**src/sv/gbct_pkg.sv**
```systemverilog
`timescale 1ns / 1ps

package gbct_pkg;

  localparam int CoordW = 24;
  localparam int TolW   = 16;
  localparam int ShiftW = 5;
  localparam int GridW  = 5;
  localparam int CfgIdxW  = 3;
  localparam int CfgDataW = 16;

  typedef logic signed [CoordW-1:0] coord_t;
  typedef logic signed [CoordW:0]   cidx_t;

  typedef struct packed {
    coord_t [2:0] lo;
    coord_t [2:0] hi;
  } box_t;

  localparam logic [CfgIdxW-1:0] CFG_CELL_SHIFT = 3'd0;
  localparam logic [CfgIdxW-1:0] CFG_TOLERANCE  = 3'd1;
  localparam logic [CfgIdxW-1:0] CFG_GRID_X     = 3'd2;
  localparam logic [CfgIdxW-1:0] CFG_GRID_Y     = 3'd3;
  localparam logic [CfgIdxW-1:0] CFG_GRID_Z     = 3'd4;

  localparam logic [1:0] STAT_OK      = 2'd0;
  localparam logic [1:0] STAT_OUTSIDE = 2'd1;
  localparam logic [1:0] STAT_CELL    = 2'd2;
  localparam logic [1:0] STAT_TABLE   = 2'd3;

endpackage

```
**src/sv/gbct_hit.sv**
```systemverilog
`timescale 1ns / 1ps

module gbct_hit (
  input  gbct_pkg::box_t              probe_i,
  input  gbct_pkg::box_t              stored_i,
  input  logic [gbct_pkg::TolW-1:0]   tolerance_i,
  output logic                        hit_o
);
  import gbct_pkg::*;

  logic [2:0] near;

  always_comb begin
    for (int c = 0; c < 3; c++) begin
      coord_t mx;
      coord_t mn;
      cidx_t  gap;
      mx = (probe_i.lo[c] > stored_i.lo[c]) ? probe_i.lo[c] : stored_i.lo[c];
      mn = (probe_i.hi[c] < stored_i.hi[c]) ? probe_i.hi[c] : stored_i.hi[c];
      gap = cidx_t'(mx) - cidx_t'(mn);
      near[c] = gap < $signed({{(CoordW+1-TolW){1'b0}}, tolerance_i});
    end
  end

  assign hit_o = &near;

endmodule

```
**config.mk**
```make
export PLATFORM = sky130hd
export DESIGN_NAME = gbct_hit
export DESIGN_NICKNAME = d
export VERILOG_FILES = /design/src/sv/gbct_pkg.sv /design/src/sv/gbct_hit.sv
export SDC_FILE = /design/constraint.sdc
export NUM_CORES = 1
export LEC_CHECK = 0
export BUFFER_PORTS_ARGS = -buffer_cell sky130_fd_sc_hd__buf_2
export CAP_MARGIN = 25
export CORE_MARGIN = 8
export CORE_UTILIZATION = 56
export DETAILED_ROUTE_END_ITERATION = 10
export PLACE_DENSITY = 0.81
export SLEW_MARGIN = 30
export SYNTH_ARGS = -nofsm -noshare
export SYNTH_HDL_FRONTEND = slang
export SYNTH_SLANG_ARGS = --single-unit
```
**constraint.sdc**
```tcl
create_clock -name vclk -period 11.65
set_input_delay 1.7475 -clock vclk [all_inputs]
set_output_delay 1.7475 -clock vclk [all_outputs]
set_load 0.01 [all_outputs]
```
# --- Word level (Yosys, flattened, before mapping) ---
# Index checks and enable logic that the tools add are counted.
word_totals:
  in_bits: 304
  wordCells: 19
  register_bits: 0
  out_inout_bits: 1
op_classes:
  n_reduce_logical: 1
  add_sub_neg: 3
  order_cmp: 9
  n_mux: 6
op_table:
  columns: ["op", "n"]
  rows:
  - ["two-way mux 24 bit", 6]
  - ["less-than comparator 25 x 17 -> 1 bit", 3]
  - ["subtractor 24 x 24 -> 25 bit", 3]
  - ["greater-than comparator 24 bit", 3]
  - ["less-than comparator 24 bit", 3]
  - ["AND reduction 3 bit", 1]

# --- Longest topological paths before layout ---
# Gate-level depths: netlist (run 1).
logic_depth:
  ltp_word: 5
  mapped_depth: 34
  mapped_depth_nobuf: 33

# --- Worst setup path before layout (run 1) ---
# No wires, ideal clock.
synth_path:
  path_kind: "in2out"
  from: "in stored_i[81] (netlist bit)"
  to: "out hit_o"
  t_required_ns: 9.903
  stages: 34
  setup_slack_ns: 2.287
  arrival_ns: 7.616
  path_buffers: 1
  path_cell_list: "inv_1 > ha_1 > a21o_1 > a21o_1 > a21o_1 > a21oi_1 > nor2b_1 > o21ai_0 > a2111oi_0 > clkbuf_1 > nor4_1 > a31oi_1 > and3_1 > ha_1 > inv_1 > fa_1 > a2111o_1 > a31oi_2 > o21ai_1 > a21oi_1 > nor2b_1 > o21a_1 > nor2_1 > xnor2_1 > ha_1 > a21o_1 > a2111oi_0 > o211ai_1 > nor3_1 > nand4_1 > nor4_1 > nand3_1 > o31ai_1 > and3_1"
synth_between:
  elab_chain_cells: 5
synth_lines:
  columns: ["element", "line_no", "text"]
  rows:
  - ["start: declaration", "gbct_hit.sv:5", "input gbct_pkg::box_t stored_i,"]
  - ["greater-than comparator 24 bit", "gbct_hit.sv:18", "mx = (probe_i.lo[c] > stored_i.lo[c]) ? probe_i.lo[c] : stored_i.lo[c];"]
  - ["two-way mux 24 bit *", "gbct_hit.sv:18", null]
  - ["subtractor 24 x 24 -> 25 bit *", "gbct_hit.sv:20", "gap = cidx_t'(mx) - cidx_t'(mn);"]
  - ["less-than comparator 25 x 17 -> 1 bit *", "gbct_hit.sv:21", "near[c] = gap < $signed({{(CoordW+1-TolW){1'b0}}, tolerance_i});"]
  - ["AND reduction 3 bit *", "gbct_hit.sv:25", "assign hit_o = &near;"]
  - ["end: declaration", "gbct_hit.sv:7", "output logic hit_o"]
# Mark *: on every way between the ends. The rest lies on a longest branch, timed or not.

# --- Worst setup path after layout (run 1) ---
layout_path:
  from: "in stored_i[95] (netlist bit)"
  to: "out hit_o"
# The elaborated chain is that of the path after synthesis.

==> out/metrics.csv, run 1 <==
metric,value,unit
final hold vios,0,
fill cell count,1747,
LEAKAGE,7.04,nW
"most common cell after layout, fill and taps aside",buf_2,
CP required,9.90,ns
Post-CTS Setup Bufs,0,
Critical Path Start,stored_i[95],
maximum clock rate,91.7,MHz
fin crit share,93.6,%
die area,24200,µm²
TritonRoute pass-1 iters,5,
CP max stage delay,0.67,ns
Via density,6.04,
relative slew slack,53.5,%
routed length per instance,17.1,µm
Power Total,1.12,mW
Synth Area in Adders,30.1,%
Layout area overhead,16.7,%
power per cell area,88.1,nW/µm²
min cycle time layout,10.91,ns
CTS Hold Bufs,0,
slowest CP cell,nor4_1,
num sequential,0,
worst slew pin tran,0.691,ns
Synth Warn #,0,
Worst setup EP type,output port,
vias in the first global route,12091,
pin count of the biggest net entering global routing,75,
DRC,0,
largest family of logic cells by synthesized area,adder cells,
Syn Std Cell Area,10900,µm²
Worst setup SP type,input port,
initial drt markers,584,
Compound-Gate Fraction of Synth Area,25.4,%
Final Util,66.0,%
Worst Setup EP,hit_o,
worst vdd ir,47.2,µV
Antenna Nets Post-Route,0,
post_cts resized,0,
global route total overflow,0,
via count,12229,
Worst Hold Class,input port to output port,
routability congestion estimate,0.959,
synthesized-area fraction occupied by and/or/nand/nor cells,20.2,%
Synth Area per Inst,7.34,µm²
Hold Path Stages,7,
Die X,156,µm
Post-Syn Nets,2054,
WS Path Type,input port to output port,
cell mode on critical path,nor4_1,
most frequent cells in the layout,"buf_2, ha_1, inv_1, a21oi_1, nand2_1",
Initial Utilization,56.5,%
top-level I/O count,305,
Core ar.,19300,µm²
layout cell share with drive strength beyond 1,19.8,%
XOR/XNOR Fraction of Synth Area,3.93,%
register area,0,µm²
status,completed,
maxcap violations,0,
Rows,51,
RSZ-0062 raised after global routing,no,
initial antenna violation count,8,
WL final,34700,µm
Die Y,156,µm
Final Max Slew Viols,0,
final setup fails,0,
final cell count without fillers,2026,
# clk buffers,0,
dpl cells,2020,
Worst EP arrival,9.16,ns
"Distinct cells, synth",76,
setup TNS,0,ns
mux cell area share after synthesis,12.2,%
hpwl dp,30200,µm
IO buf count,305,
register area share after synthesis,0,%
first-pass GRT wire length,56500,µm
crit-path max FO,32,
cells after synthesis,1489,
Final nets,2322,
global router's overall resource usage,27.2,%
## kinds of logic (layout without fill, tap and decap cells)
| logic type | after synthesis | in the layout |
|---|---|---|
| AO/OA/AOI/OAI | 412 | 412 |
| AND/OR/NAND/NOR | 410 | 410 |
| adder cells (fa/ha/maj) | 261 | 261 |
| buffers and inverters | 230 | 496 |
| multiplexers | 127 | 127 |
| XOR/XNOR | 49 | 49 |
| other | 0 | 6 |
## report_power, final
part | switching (mW) | internal, mW | total [mW]
Clock | 0 | 0.0000000690 | 0.0000000690
Combinational | 0.622 | 0.501 | 1.12
Sequential | 0 | 0 | 0
## stage by stage
step	area, µm²	hold WS, ns	setup WS (ns)
after floorplan	10900	4.06	2.29
after global placement	12700	4.37	1.06
after detailed placement	12700	4.36	0.875
after CTS	12700	4.37	0.819
after global routing	12800	4.46	0.0933
final	12800	4.37	0.744
## per-layer routing
layer / wire (µm) / part of all wire (%) / GRT usage, % / vias to the layer above
li1: - / - / - / 6094
met1: 14900 / 43 / 32.8 / 5591
met2: 16400 / 47 / 48.4 / 442
met3: 1990 / 5.7 / 3.19 / 100
met4: 1440 / 4.1 / 10.7 / 2
met5: 15 / 0.043 / 0 / -
## worst min path at each step
stage,start,slack (ns),endpoint
after CTS,probe_i[119],4.37,hit_o
after global placement,stored_i[47],4.37,hit_o
after global routing,probe_i[119],4.46,hit_o
after detailed placement,probe_i[119],4.36,hit_o
final,probe_i[119],4.37,hit_o
after floorplan,probe_i[143],4.06,hit_o
## critical path, delay by kind of cell
family,cells,cell delay (ns)
AOI/OAI and AO/OA,12,3.33
xor gates and xnor gates,1,0.13
adders and majority gates,3,1.06
buffers and inverters,4,0.70
and+or+nand+nor,11,2.19
## area by class of cell
| class | instances | area (µm²) | area share [%] |
|---|---|---|---|
| Inverter | 176 | 661 | 5.18 |
| Timing Repair Buffer | 320 | 1640 | 12.9 |
| Antenna cell | 6 | 15.0 | 0.118 |
| Tap cell | 265 | 332 | 2.60 |
| Multi-Input combinational cell | 1259 | 10100 | 79.2 |
## synth_stat cells, drive strengths merged (4+ instances only)
master     n  area [µm²]
o21ai     53         265
inv      174         653
a21o      69         518
clkbuf    40         150
nor4      34         213
or2        6        37.5
nor2b     33         206
a22oi     24         180
nor3      11        55.1
a221oi     4        52.6
nor2      66         248
and2       7        43.8
nand4     41         257
xor2      18         158
and4       4        37.5
o31ai      9        67.6
o211ai    11        87.6
a21boi     7        52.6
mux2      51         574
o21bai     6        45.0
o21a      27         203
nor4b     24         210
a31oi     37         253
xnor2     31         272
mux2i     76         761
o2111ai    4        35.0
buf       14        76.3
ha       258        3230
a2111oi    4        35.0
nand2     77         289
a211oi    10        80.1
nand2b    17         106
nand3     52         260
a21oi    114         582
and3      30         188
o31a       6        52.6
(Power assumes the default switching activity.)
==> run 2, diff against run 1 <==
CORE_MARGIN = 2   (was 8)
==> out/metrics.csv, run 2 (synthesized netlist as in run 1, its figures left out) <==
metric,value,unit
"most common cell after layout, fill and taps aside",buf_2,
Via density,6.09,
setup ws final,0.944,ns
vias in the first global route,11803,
IO buf count,305,
routed length per instance,16.7,µm
placed inst area,12700,µm²
fill cell count,1738,
pin count of the biggest net entering global routing,75,
Antenna Nets Post-Route,0,
layout cell share with drive strength beyond 1,19.8,%
power per cell area,88.3,nW/µm²
# clk buffers,0,
Worst setup SP type,input port,
Rows,51,
first-pass GRT wire length,54300,µm
global router's overall resource usage,31.4,%
Clock Power Share,0,%
WHS,4.38,ns
DRC,0,
uppermost routed layer,met4,
Core ar.,19300,µm²
final setup fails,0,
CP max stage delay,0.65,ns
slowest CP cell,nor4_1,
final hold vios,0,
Sw Pwr,623,µW
Layout area overhead,16.6,%
Worst EP arrival,8.96,ns
status,completed,
met3 wire len,2010,µm
LEAKAGE,7.04,nW
min cycle time layout,10.71,ns
Internal,502,µW
crit-path max FO,35,
fin crit share,91.9,%
routed metal-1 wirelength,14300,µm
Die Y,144,µm
post_cts resized,0,
routed wl met2,15900,µm
relative slew slack,44.6,%
setup slack at placement,1.11,ns
num sequential,0,
maxcap violations,0,
Post-CTS Setup Bufs,0,
setup TNS,0,ns
WL final,33800,µm
initial antenna violation count,1,
Power Total,1.13,mW
cell mode on critical path,nor4_1,
Final Max Slew Viols,0,
CP required,9.90,ns
final cell count without fillers,2023,
Comb pwr share,100.0,%
WS Path Type,input port to output port,
register area,0,µm²
routability congestion estimate,0.993,
Initial Utilization,56.5,%
initial drt markers,697,
via count,12315,
Final Util,65.9,%
RSZ-0062 raised after global routing,no,
CTS Hold Bufs,0,
worst slew pin tran,0.826,ns
top-level I/O count,305,
maximum clock rate,93.4,MHz
register share of total power,0,%
dpl cells,2019,
"Design Area, Final",12700,µm²
TritonRoute pass-1 iters,5,
switching part of the total,55.4,%
Die X,144,µm
Final nets,2321,
worst vdd ir,56.0,µV
hpwl dp,28700,µm
global route total overflow,0,
most frequent cells in the layout,"buf_2, ha_1, inv_1, a21oi_1, nand2_1",
die area,20600,µm²
Worst setup EP type,output port,
Worst Hold Class,input port to output port,
==> run 2: cell types whose count changed in the layout (fill, tap and decap cells not counted) <==
cell,change
diode_2,-2
buf_4,-1
==> run 2: cell type report <==
cell class / instances / area [µm²] / area share, %
multi-input combinational: 1259 / 10100 / 79.3
timing repair buffer: 319 / 1630 / 12.8
inverter: 176 / 661 / 5.19
tap: 265 / 332 / 2.60
antenna: 4 / 10.0 / 0.0786
==> run 2: critical path: cells and delay by family <==
kind / cells / cell delay (ns)
xor+xnor: 1 / 0.13
simple gates: 11 / 2.12
compound gates: 12 / 3.14
fa+ha+maj: 3 / 1.05
buf+inv: 4 / 0.74
==> run 2: path summary, 6_finish.rpt <==
path	from	to	slack (ns)	cells after the start
worst max-delay path	stored_i[95]	hit_o	0.94	31
worst min-delay path	stored_i[47]	hit_o	4.38	7
==> run 2: power by group through the flow <==
| stage | registers (mW) | logic, mW | clock network, mW |
|---|---|---|---|
| final | 0 | 1.13 | 0.0000000460 |
| after global placement | 0 | 1.08 | 0 |
| after CTS | 0 | 1.12 | 0 |
| after floorplan | 0 | 0.835 | 0 |
| after detailed placement | 0 | 1.11 | 0 |
| after global routing | 0 | 1.27 | 0.0000000115 |
==> run 2: per-layer routing <==
metal	vias up	track usage [%]
li1	6102	-
met1	5603	39.6
met2	502	54.7
met3	108	2.27
met4	0	13.6
met5	-	0
